### src/hw/rtl/jpeg_exif_segment_finder_assert.svh
// assertion macros for the exif segment finder
`ifndef JPEG_EXIF_SEGMENT_FINDER_ASSERT_SVH
`define JPEG_EXIF_SEGMENT_FINDER_ASSERT_SVH

// same-cycle implication, checked out of reset
`define JESF_ASSERT_NOW(lbl, ante, cons, msg) \
  lbl: assert property (@(posedge clk) disable iff (!rst_n) (ante) |-> (cons)) else $error(msg);

// next-cycle implication, checked out of reset
`define JESF_ASSERT_NEXT(lbl, ante, cons, msg) \
  lbl: assert property (@(posedge clk) disable iff (!rst_n) (ante) |=> (cons)) else $error(msg);

`endif

### src/hw/rtl/jesf_pkg.sv
package jesf_pkg;

  localparam int POSITION_BITS = 32;
  localparam int OFFSET_BITS   = 32;
  localparam int SUM_BITS      = (POSITION_BITS > OFFSET_BITS) ? POSITION_BITS : OFFSET_BITS;

  localparam logic [7:0] BYTE_FF   = 8'hFF;
  localparam logic [7:0] BYTE_SOI  = 8'hD8;
  localparam logic [7:0] BYTE_EOI  = 8'hD9;
  localparam logic [7:0] BYTE_RST0 = 8'hD0;
  localparam logic [7:0] BYTE_RST7 = 8'hD7;
  localparam logic [7:0] BYTE_APP1 = 8'hE1;
  localparam logic [2:0] SIG_LEN   = 3'd6;
  localparam logic [SUM_BITS-1:0] TIFF_SKIP = SUM_BITS'(10);

  typedef enum logic [2:0] {
    PH_START0,
    PH_START1,
    PH_MARK_FF,
    PH_MARKER,
    PH_LEN_HI,
    PH_LEN_LO,
    PH_PAYLOAD,
    PH_DONE
  } phase_t;

  typedef struct packed {
    logic                   valid;
    logic                   found;
    logic [OFFSET_BITS-1:0] tiff_offset;
  } result_t;

  // "Exif" 00 00
  function automatic logic [7:0] exif_sig(input logic [2:0] idx);
    logic [7:0] val;
    unique case (idx)
      3'd0:    val = 8'h45;
      3'd1:    val = 8'h78;
      3'd2:    val = 8'h69;
      3'd3:    val = 8'h66;
      default: val = 8'h00;
    endcase
    return val;
  endfunction

endpackage

### src/hw/rtl/jesf_scan.sv
`include "jpeg_exif_segment_finder_assert.svh"

module jesf_scan (
  input  logic                     clk,
  input  logic                     rst_n,
  input  logic                     step,
  input  logic [7:0]               data_byte,
  input  logic                     last_byte,
  output jesf_pkg::result_t        res
);

  jesf_pkg::phase_t                      phase_r, phase_nxt;
  logic [jesf_pkg::POSITION_BITS-1:0]    pos_r, pos_nxt;
  logic [7:0]                            len_hi_r, len_hi_nxt;
  logic [15:0]                           remain_r, remain_nxt;
  logic [2:0]                            sig_idx_r, sig_idx_nxt;
  logic                                  sig_ok_r, sig_ok_nxt;
  logic [jesf_pkg::OFFSET_BITS-1:0]      pend_off_r, pend_off_nxt;

  logic [15:0]                           seg_len;
  logic                                  standalone;
  logic                                  sig_ok_upd;
  logic                                  decided;
  logic                                  hit;
  logic [jesf_pkg::SUM_BITS-1:0]         off_sum;

  assign seg_len    = {len_hi_r, data_byte};
  assign standalone = (data_byte == jesf_pkg::BYTE_SOI) || (data_byte == jesf_pkg::BYTE_EOI) ||
                      ((data_byte >= jesf_pkg::BYTE_RST0) && (data_byte <= jesf_pkg::BYTE_RST7));
  assign sig_ok_upd = sig_ok_r &&
                      ((sig_idx_r >= jesf_pkg::SIG_LEN) ||
                       (data_byte == jesf_pkg::exif_sig(sig_idx_r)));
  assign off_sum    = jesf_pkg::SUM_BITS'(pos_r) + jesf_pkg::TIFF_SKIP;

  // decision for the current byte
  always_comb begin
    decided = 1'b0;
    hit     = 1'b0;
    unique case (phase_r)
      jesf_pkg::PH_START0:  decided = (data_byte != jesf_pkg::BYTE_FF);
      jesf_pkg::PH_START1:  decided = (data_byte != jesf_pkg::BYTE_SOI);
      jesf_pkg::PH_MARK_FF: decided = (data_byte != jesf_pkg::BYTE_FF);
      jesf_pkg::PH_MARKER:  decided = standalone;
      jesf_pkg::PH_LEN_HI:  decided = 1'b0;
      jesf_pkg::PH_LEN_LO:  decided = (seg_len[15:1] == 15'd0);
      jesf_pkg::PH_PAYLOAD: begin
        hit     = (remain_r == 16'd1) && sig_ok_upd;
        decided = hit;
      end
      jesf_pkg::PH_DONE:    decided = 1'b0;
      default:              decided = 1'b0;
    endcase
  end

  // next phase
  always_comb begin
    phase_nxt = phase_r;
    if (step) begin
      priority if (last_byte) begin
        phase_nxt = jesf_pkg::PH_START0;
      end else if (phase_r == jesf_pkg::PH_DONE || decided) begin
        phase_nxt = jesf_pkg::PH_DONE;
      end else begin
        unique case (phase_r)
          jesf_pkg::PH_START0:  phase_nxt = jesf_pkg::PH_START1;
          jesf_pkg::PH_START1:  phase_nxt = jesf_pkg::PH_MARK_FF;
          jesf_pkg::PH_MARK_FF: phase_nxt = jesf_pkg::PH_MARKER;
          jesf_pkg::PH_MARKER:  phase_nxt = jesf_pkg::PH_LEN_HI;
          jesf_pkg::PH_LEN_HI:  phase_nxt = jesf_pkg::PH_LEN_LO;
          jesf_pkg::PH_LEN_LO:  phase_nxt = (seg_len == 16'd2) ? jesf_pkg::PH_MARK_FF
                                                              : jesf_pkg::PH_PAYLOAD;
          jesf_pkg::PH_PAYLOAD: phase_nxt = (remain_r == 16'd1) ? jesf_pkg::PH_MARK_FF
                                                                : jesf_pkg::PH_PAYLOAD;
          default:              phase_nxt = jesf_pkg::PH_DONE;
        endcase
      end
    end
  end

  // datapath state and result
  always_comb begin
    pos_nxt      = pos_r;
    len_hi_nxt   = len_hi_r;
    remain_nxt   = remain_r;
    sig_idx_nxt  = sig_idx_r;
    sig_ok_nxt   = sig_ok_r;
    pend_off_nxt = pend_off_r;
    res.valid       = step && (phase_r != jesf_pkg::PH_DONE) && (decided || last_byte);
    res.found       = hit;
    res.tiff_offset = hit ? pend_off_r : '0;
    if (step) begin
      priority if (last_byte) begin
        pos_nxt      = '0;
        len_hi_nxt   = '0;
        remain_nxt   = '0;
        sig_idx_nxt  = '0;
        sig_ok_nxt   = 1'b0;
        pend_off_nxt = '0;
      end else begin
        pos_nxt = pos_r + jesf_pkg::POSITION_BITS'(1);
        unique case (phase_r)
          jesf_pkg::PH_MARK_FF: pend_off_nxt = off_sum[jesf_pkg::OFFSET_BITS-1:0];
          jesf_pkg::PH_MARKER: begin
            sig_ok_nxt  = (data_byte == jesf_pkg::BYTE_APP1);
            sig_idx_nxt = '0;
          end
          jesf_pkg::PH_LEN_HI:  len_hi_nxt = data_byte;
          jesf_pkg::PH_LEN_LO: begin
            if (seg_len[15:3] == 13'd0) begin
              sig_ok_nxt = 1'b0;
            end
            remain_nxt = seg_len - 16'd2;
          end
          jesf_pkg::PH_PAYLOAD: begin
            sig_ok_nxt = sig_ok_upd;
            if (sig_idx_r < jesf_pkg::SIG_LEN) begin
              sig_idx_nxt = sig_idx_r + 3'd1;
            end
            remain_nxt = remain_r - 16'd1;
          end
          default: ;
        endcase
      end
    end
  end

  always_ff @(posedge clk) begin
    if (!rst_n) begin
      phase_r    <= jesf_pkg::PH_START0;
      pos_r      <= '0;
      len_hi_r   <= '0;
      remain_r   <= '0;
      sig_idx_r  <= '0;
      sig_ok_r   <= 1'b0;
      pend_off_r <= '0;
    end else begin
      phase_r    <= phase_nxt;
      pos_r      <= pos_nxt;
      len_hi_r   <= len_hi_nxt;
      remain_r   <= remain_nxt;
      sig_idx_r  <= sig_idx_nxt;
      sig_ok_r   <= sig_ok_nxt;
      pend_off_r <= pend_off_nxt;
    end
  end

  `JESF_ASSERT_NEXT(a_rearm_on_last, step && last_byte,
    (phase_r == jesf_pkg::PH_START0) && (pos_r == '0), "scan did not rearm after last byte")
  `JESF_ASSERT_NOW(a_done_silent, step && (phase_r == jesf_pkg::PH_DONE),
    !res.valid, "result given after decision")
  `JESF_ASSERT_NOW(a_found_in_payload, res.valid && res.found,
    (phase_r == jesf_pkg::PH_PAYLOAD) && (remain_r == 16'd1), "found outside segment end")

endmodule

### src/hw/rtl/jpeg_exif_segment_finder.sv
// Exif APP1 segment finder for a JPEG byte stream.
// Input channel: in_valid / in_stall with in_data_byte and in_last_byte,
// one file byte per request, in_last_byte on the file's final byte.
// Result channel: out_valid / out_stall with out_found and out_tiff_offset.
// Exactly one result request per file: found with the TIFF header offset
// (segment start plus 10), or not found with offset 0. A result appears as
// soon as the outcome is known, or on the last byte if still undecided.
// A byte goes from the input register through the scan logic into the
// result register (or the second slot when the output is stalled).
// Throughput: one byte per cycle while in_stall is low.
// A stalled result sits in the output register while a second slot takes
// the next result, so bytes keep flowing; in_stall rises only when both
// slots are full and the input register holds a byte.
// After a result, bytes up to the last byte are consumed without output;
// the block then rearms for a new file at offset 0.
// Reset (rst_n low, synchronous) empties all stages and rearms the scan.
`include "jpeg_exif_segment_finder_assert.svh"

module jpeg_exif_segment_finder (
  input  logic                                clk,
  input  logic                                rst_n,
  input  logic                                in_valid,
  output logic                                in_stall,
  input  logic [7:0]                          in_data_byte,
  input  logic                                in_last_byte,
  output logic                                out_valid,
  input  logic                                out_stall,
  output logic                                out_found,
  output logic [jesf_pkg::OFFSET_BITS-1:0]    out_tiff_offset
);

  logic                  s1_valid_r, s1_valid_nxt;
  logic [7:0]            s1_byte_r;
  logic                  s1_last_r;
  logic                  adv;
  logic                  in_acc;
  logic                  pop;
  logic                  push;
  jesf_pkg::result_t     scan_res;
  logic                  out_valid_r, out_valid_nxt;
  logic                  out_found_r;
  logic [jesf_pkg::OFFSET_BITS-1:0] out_off_r;
  logic                  skid_valid_r, skid_valid_nxt;
  logic                  skid_found_r;
  logic [jesf_pkg::OFFSET_BITS-1:0] skid_off_r;

  assign adv      = s1_valid_r && !skid_valid_r;
  assign in_stall = s1_valid_r && skid_valid_r;
  assign in_acc   = in_valid && !in_stall;
  assign pop      = out_valid_r && !out_stall;
  assign push     = scan_res.valid;

  jesf_scan u_scan (
    .clk       (clk),
    .rst_n     (rst_n),
    .step      (adv),
    .data_byte (s1_byte_r),
    .last_byte (s1_last_r),
    .res       (scan_res)
  );

  always_comb begin
    s1_valid_nxt = in_acc || (s1_valid_r && !adv);
  end

  always_comb begin
    out_valid_nxt  = out_valid_r;
    skid_valid_nxt = skid_valid_r;
    if (pop) begin
      out_valid_nxt  = skid_valid_r || push;
      skid_valid_nxt = 1'b0;
    end else if (push) begin
      out_valid_nxt  = 1'b1;
      skid_valid_nxt = out_valid_r;
    end
  end

  always_ff @(posedge clk) begin
    if (!rst_n) begin
      s1_valid_r   <= 1'b0;
      out_valid_r  <= 1'b0;
      skid_valid_r <= 1'b0;
    end else begin
      s1_valid_r   <= s1_valid_nxt;
      out_valid_r  <= out_valid_nxt;
      skid_valid_r <= skid_valid_nxt;
    end
  end

  always_ff @(posedge clk) begin
    if (in_acc) begin
      s1_byte_r <= in_data_byte;
      s1_last_r <= in_last_byte;
    end
    if (pop && skid_valid_r) begin
      out_found_r <= skid_found_r;
      out_off_r   <= skid_off_r;
    end else if (push && (pop || !out_valid_r)) begin
      out_found_r <= scan_res.found;
      out_off_r   <= scan_res.tiff_offset;
    end
    if (push && out_valid_r && !pop) begin
      skid_found_r <= scan_res.found;
      skid_off_r   <= scan_res.tiff_offset;
    end
  end

  assign out_valid       = out_valid_r;
  assign out_found       = out_found_r;
  assign out_tiff_offset = out_off_r;

  `JESF_ASSERT_NOW(a_skid_behind_out, skid_valid_r, out_valid_r,
    "second result slot used while output empty")
  `JESF_ASSERT_NOW(a_not_found_zero, out_valid_r && !out_found_r,
    out_off_r == '0, "offset nonzero on not-found result")
  `JESF_ASSERT_NEXT(a_stalled_push_kept, push && out_valid_r && out_stall,
    skid_valid_r && out_valid_r, "result lost while output stalled")

endmodule
### config.mk
export PLATFORM = sky130hd
export DESIGN_NAME = jpeg_exif_segment_finder
export DESIGN_NICKNAME = d
export VERILOG_FILES = /design/src/hw/rtl/jesf_pkg.sv /design/src/hw/rtl/jesf_scan.sv /design/src/hw/rtl/jpeg_exif_segment_finder.sv
export VERILOG_INCLUDE_DIRS = /design/src /design/src/hw/rtl
export SDC_FILE = /design/constraint.sdc
export NUM_CORES = 1
export LEC_CHECK = 0
export ABC_CLOCK_PERIOD_IN_PS = 11900
export BUFFER_PORTS_ARGS = -buffer_cell sky130_fd_sc_hd__buf_2
export CAP_MARGIN = 5
export CORE_ASPECT_RATIO = 1.75
export CORE_MARGIN = 2
export CORE_UTILIZATION = 61
export CTS_CLUSTER_DIAMETER = 120
export DETAILED_ROUTE_END_ITERATION = 7
export GPL_TIMING_DRIVEN = 0
export PLACE_DENSITY = 0.86
export SYNTH_ARGS = -nofsm -noshare
export SYNTH_HDL_FRONTEND = slang
export SYNTH_SLANG_ARGS = --single-unit
### constraint.sdc
create_clock -name clk -period 11.9 [get_ports clk]
set_input_delay 1.19 -clock clk [delete_from_list [all_inputs] [get_ports clk]]
set_output_delay 1.19 -clock clk [all_outputs]
set_load 0.05 [all_outputs]
==> results of run 1 <==
## placed cells by master (no fill, tap or decap), types with 34 or more instances in the layout
master and n:
xnor2_1 41, o31ai_1 34, nand2_1 97, buf_2 53, inv_1 49, edfxtp_1 75
o21ai_0 43, clkbuf_1 52, nor2b_1 44, nor2_1 92, dfxtp_1 98, xor2_1 35
## routing by layer
layer  up-vias  part of all wire (%)
met3       110                   5.3
met5         -                     0
met4         0                   7.1
li1       3414                     -
met2       331                    54
met1      3336                    34
## metrics by stage
stage | std cells | utilization [%]
floorplan | 926 | -
global placement | 1150 | 65.3
detailed placement | 1152 | 65.8
CTS | 1183 | 69.9
global route | 1184 | 69.9
finish | 1184 | 69.9
## critical path, stage by stage, from the launching register on
cell and delay [ns]:
dfxtp_1 0.33, clkbuf_1 0.36, inv_1 0.09, ha_1 0.27, xor2_1 0.18, nor4b_1 0.31, o211ai_1 0.16, nor4_2 0.32
a211oi_1 0.20, buf_2 0.25, a21oi_4 0.57, buf_16 0.23
## worst max-delay path by stage
stage                        startpoint                 end  slack [ns]  cells past startpoint
floorplan           u_scan.sig_idx_r[0]           out_found        7.07                      8
global placement    u_scan.sig_idx_r[2]  out_tiff_offset[3]        5.94                      9
detailed placement  u_scan.sig_idx_r[2]        skid_found_r        8.35                      9
CTS                 u_scan.sig_idx_r[0]      skid_off_r[19]        8.34                      9
global route        u_scan.sig_idx_r[2]      skid_off_r[19]        8.13                     11
finish              u_scan.sig_idx_r[2]      skid_off_r[30]        8.32                     11
## kinds of logic (layout without fill, tap and decap cells)
family	count (synthesis)	in the layout	synth area share, %
mux	1	1	0.117
flops	173	173	49.1
simple gates	371	371	21.3
buf+inv	110	191	5.06
compound gates	184	184	15.0
fa+ha+maj	11	11	1.61
xor+xnor	76	76	7.76
## where the power goes
part / total (W) / internal (W) / leakage [nW] / switching, W
logic: 0.0000923 / 0.0000234 / 1.46 / 0.0000689
registers: 0.000632 / 0.000628 / 1.57 / 0.00000452
clock network: 0.000540 / 0.000279 / 0.276 / 0.000261
## sequential cells by signal, indices dropped and copies added (netlist names)
register,flops
u_scan.phase_r,3
u_scan.pos_r,32
skid_off_r,32
u_scan.sig_ok_r,1
skid_valid_r,1
out_tiff_offset,32
u_scan.sig_idx_r,3
u_scan.len_hi_r,8
s1_valid_r,1
skid_found_r,1
u_scan.pend_off_r,32
out_valid,1
u_scan.remain_r,16
s1_byte_r,8
out_found,1
s1_last_r,1
## area by class of cell
class	instances	area share (%)
clock buffer	17	4.40
multi-input combinational	643	40.8
timing repair buffer	50	2.97
sequential	173	43.5
buffer	61	2.59
tap	177	2.29
clock inverter	14	1.50
inverter	49	1.90
==> impl_metrics.ini, run 1 <==
[status]
status = finished clean

[logic_synthesis]
synthFlopType = dfxtp_1
synth.net_count = 950
synth_area_mm2 = 0.00857
yosysSeqAreaShare_pct = 49.1
yosysMostFrequentCell = dfxtp_1
synthArstFlopShare_pct = 0
synth_edf_count = 75
synth.top_cell.area_share_pct = 26.3
ys_types = 58
syn_inst = 926
synth.top_cells.by_count = 98 x dfxtp_1, 97 x nand2_1, 92 x nor2_1
yosys.area.top_type = edfxtp_1
yosysWarnings = 0
synth.area.top_cells = edfxtp_1 26%, dfxtp_1 23%, nand2_1 4.2%, xnor2_1 4.2%, nor2_1 4.0%
avgSynthCellArea_um2 = 9.26
ys_ff_latch = 173

[setup_path]
crit_fanout = 17
r2r_cells = 11
critical_path_class = register to register
r2r_slack_ns = 8.32
arrival_ns = 3.72
worstSetupStartpointType = register
r2r-start = u_scan.sig_idx_r[2]
cp.required_ns = 12.05
r2r_end = skid_off_r[30]
end_kind = register

[clock_tree]
cts_setup_buffers = 0
clockRootBuffer = clkbuf_16
hold_buffers = 0
cts_buffer_depth = 2
cts_htree_levels = 4
ctsResizeCount = 0
cts_tree = yes
cts.sinks = 173
numCtsBuffers = 17
clk_latency_ns = 0.44
path_clk_slew_ns = 0.07

[timing]
worst_hold_slack_ns = 0.480
slew_viol_final = 0
fmax_mhz = 279
setup_slack_ns = 8.32
setup_viol = 0
rsz0062_at_grt = false
setup_tns_ns = 0
fin_skew_ns = 0.0139
layout_min_cycle_time_ns = 3.58
hold_viol_final = 0
worstMarginPinSlew_ns = 1.28
period_share_pct = 30.1
timing.slew.headroom_pct = 13.7

[die]
io_pins = 48
die_y_um = 161
start_util_pct = 62.0
die_w_um = 93.6
dieArea_mm2 = 0.0151
core_area_mm2 = 0.0138
row_count = 57

[routing]
drtIter0Drc = 598
vias = 7191
drc = 0
wl_per_cell_um = 17.8
drt_pass1_iterations = 6
viasPerCell = 6.07
wl_um = 21100
ant_nets = 0

[place]
place_ws_ns = 8.35
gp_congestion = 0.980
port_buffers = 47
place_hpwl_um = 15100
placed_cell_area_mm2 = 0.00910

[grt]
met1_usage_pct = 27.6
grt_max_degree = 34
met2_usage_pct = 52.7
antenna_found_initial = 0
track_usage_pct = 28.7
grt_use_met3_pct = 5.16
grt_pass1_vias = 7221
grt_pass1_wl_um = 33800
grt.busiest_layer = met2
grt-ovfl-total = 0

[layout]
syn_to_final_growth_pct = 12.9
multi_input_area_mm2 = 0.00395
n_fill_cell = 1036
fin_area_mm2 = 0.00968
nets = 1019
drive_gt1_share_pct = 10.0
regArea_mm2 = 0.00421
n_antenna_cell = 0

[hold_path]
whs_endpoint = u_scan.pend_off_r[31]
hp-class = register to register
whs_path_depth = 2
hold_start = u_scan.pend_off_r[31]

[power_and_ir_drop]
p_leak_nw = 3.31
vdd_drop_max_v = 0.000114
p_per_area_mw_per_mm2 = 131
power_w = 0.00126

[job]
cap_violations = 0
Note: power is estimated with default switching activity, not from simulation.
==> run 2: changes to the inputs <==
ABC_AREA = 1   (was unset)
ABC_CLOCK_PERIOD_IN_PS = 3000   (was 11900)
CORE_UTILIZATION = 55   (was 61)
PLACE_DENSITY = 0.82   (was 0.86)
clock period = 3 ns   (was 11.9 ns; I/O delays follow)
==> impl_metrics.ini, run 2 <==
[die]
io_pins = 48
row_count = 61
core_area_mm2 = 0.0158
die_y_um = 172
die_w_um = 99.8
start_util_pct = 55.9
dieArea_mm2 = 0.0171

[logic_synthesis]
synth_area_mm2 = 0.00884
ys_ff_latch = 173
yosysSeqAreaShare_pct = 47.7
syn_inst = 1141
synthArstFlopShare_pct = 0
synth.area.top_cells = edfxtp_1 25%, dfxtp_1 22%, nand2_1 12%, inv_1 6.1%, a21oi_1 6.1%
synth.top_cells.by_count = 285 x nand2_1, 144 x inv_1, 107 x a21oi_1
synth.top_cell.area_share_pct = 25.5
synthFlopType = dfxtp_1
yosysMostFrequentCell = nand2_1
ys_types = 43
avgSynthCellArea_um2 = 7.74
synth_edf_count = 75
yosys.area.top_type = edfxtp_1
yosysWarnings = 0
synth.net_count = 1165

[layout]
syn_to_final_growth_pct = 13.5
nets = 1237
drive_gt1_share_pct = 14.0
n_fill_cell = 1344
utilization_pct = 63.5
most-common-layout-cells = 283 x nand2_1, 144 x inv_1, 107 x a21oi_1
final_common_cell = nand2_1
n_antenna_cell = 0

[place]
place_hpwl_um = 17200
port_buffers = 47
gp_congestion = 0.979

[setup_path]
cp-startpoint = u_scan.sig_idx_r[1]
critPathMaxStageDelay_ns = 0.40
cp_cell_sequence = ha_1, ha_1, inv_1, nand2_1, nand3_1, nor2_1, nand2_1, nor2_1, nand2_1, nand2_1, nand3_4, nand2_2, nand2_2, nand2_2, nand3_2, nand2_4, buf_12
crit_top_cell = nand2_1
cp.required_ns = 3.15
critical_path_class = register to register
crit_fanout = 16
slowest_stage = dfxtp_1
arrival_ns = 2.97
end_kind = register
worstSetupStartpointType = register
r2r-start = u_scan.sig_idx_r[1]

[grt]
met1_usage_pct = 27.3
antenna_found_initial = 0
grt_pass1_vias = 7363
grt.busiest_layer = met2
met2_usage_pct = 53.1
grt-ovfl-total = 0
grt_use_met3_pct = 3.98
grt_max_degree = 34
track_usage_pct = 27.5
grt_pass1_wl_um = 36300

[clock_tree]
clockRootBuffer = clkbuf_16
cts.sinks = 173
clk_latency_ns = 0.44
path_clk_slew_ns = 0.08
hold_buffers = 0
numCtsBuffers = 17
cts_buffer_depth = 2
cts_tree = yes
cts_htree_levels = 4

[routing]
wl_per_cell_um = 16.4
viasPerCell = 5.49
ant_nets = 0
drtIter0Drc = 568
wl_um = 23200
drt_pass1_iterations = 5
drc = 0
vias = 7763

[timing]
fmax_mhz = 354
worst_hold_slack_ns = 0.0309
period_share_pct = 94.0
rsz0062_at_grt = true
timing.slew.headroom_pct = 45.5
layout_min_cycle_time_ns = 2.82
setup_viol = 0
worstMarginPinSlew_ns = 0.815
slew_viol_final = 0
hold_viol_final = 0
fin_skew_ns = 0.0128

[power_and_ir_drop]
p_per_area_mw_per_mm2 = 510
vdd_drop_max_v = 0.000366
p_leak_nw = 3.70

[job]
cap_violations = 0

[hold_path]
hp-class = input port to register
hold_start = in_data_byte[7]

[status]
status = finished clean
run 2: worst max-delay path, delay by kind of cell (launching register included):
| family | cells | cell delay (ns) |
|---|---|---|
| adder cells (fa/ha/maj) | 2 | 0.37 |
| buffers and inverters | 2 | 0.26 |
| flip-flops | 1 | 0.40 |
| AND/OR/NAND/NOR | 13 | 1.48 |
run 2: cells by family after synthesis:
family | after synthesis | synth area share, %
adder cells (fa/ha/maj) | 11 | 1.56
XOR/XNOR | 9 | 0.892
AND/OR/NAND/NOR | 568 | 29.5
flip-flops | 173 | 47.7
buffers and inverters | 187 | 8.54
AO/OA/AOI/OAI | 193 | 11.8
run 2: final timing paths:
kind	endpoint	slack (ns)	cells past startpoint
worst max-delay path	out_tiff_offset[2]	0.18	17
worst min-delay path	s1_byte_r[7]	0.03	1
worst max register to register	out_tiff_offset[2]	0.18	17
worst min register to register	u_scan.pend_off_r[23]	0.47	2
run 2: where the power goes:
| part | internal [W] | switching, W | total [W] |
|---|---|---|---|
| Sequential | 0.00248 | 0.0000243 | 0.00251 |
| Combinational | 0.0000849 | 0.000255 | 0.000340 |
| Clock | 0.00114 | 0.00112 | 0.00226 |
| Total | 0.00371 | 0.00140 | 0.00511 |
run 2: layout make-up:
cell class / count / area (um2) / share of cell area (%)
multi-input cells: 783 / 3920 / 39.1
clock buffers: 17 / 425 / 4.24
repair buffers: 51 / 290 / 2.90
clock inverters: 15 / 184 / 1.83
well taps: 189 / 236 / 2.36
inverters: 155 / 582 / 5.80
flip-flops and latches: 173 / 4210 / 42.0
plain buffers: 32 / 173 / 1.72
run 2: through the flow:
stage | instances | worst slack [ns] | power [W] | TNS [ns] | area [um2]
after floorplan | 1141 | 0.0557 | 0.00279 | 0 | 8840
after global placement | 1377 | -0.654 | 0.00288 | -36.47 | 9310
after detailed placement | 1377 | -0.548 | 0.00289 | -24.80 | 9320
after CTS | 1413 | 0.0498 | 0.00512 | 0 | 9980
after global routing | 1415 | -0.0397 | 0.00525 | -0.528 | 10000
final | 1415 | 0.179 | 0.00511 | 0 | 10000
run 2: metal layers:
| metal | wire [um] | vias to the layer above |
|---|---|---|
| met5 | 0 | - |
| met4 | 1210 | 0 |
| met3 | 888 | 79 |
| met2 | 12800 | 233 |
| met1 | 8340 | 3556 |
| li1 | - | 3895 |
run 2: what timing repair did:
item	in CTS	in global routing
pin swaps	2	2
gates cloned	1	1
endpoints found under the setup margin	66	66
resized for setup	3	3
setup buffers	3	1
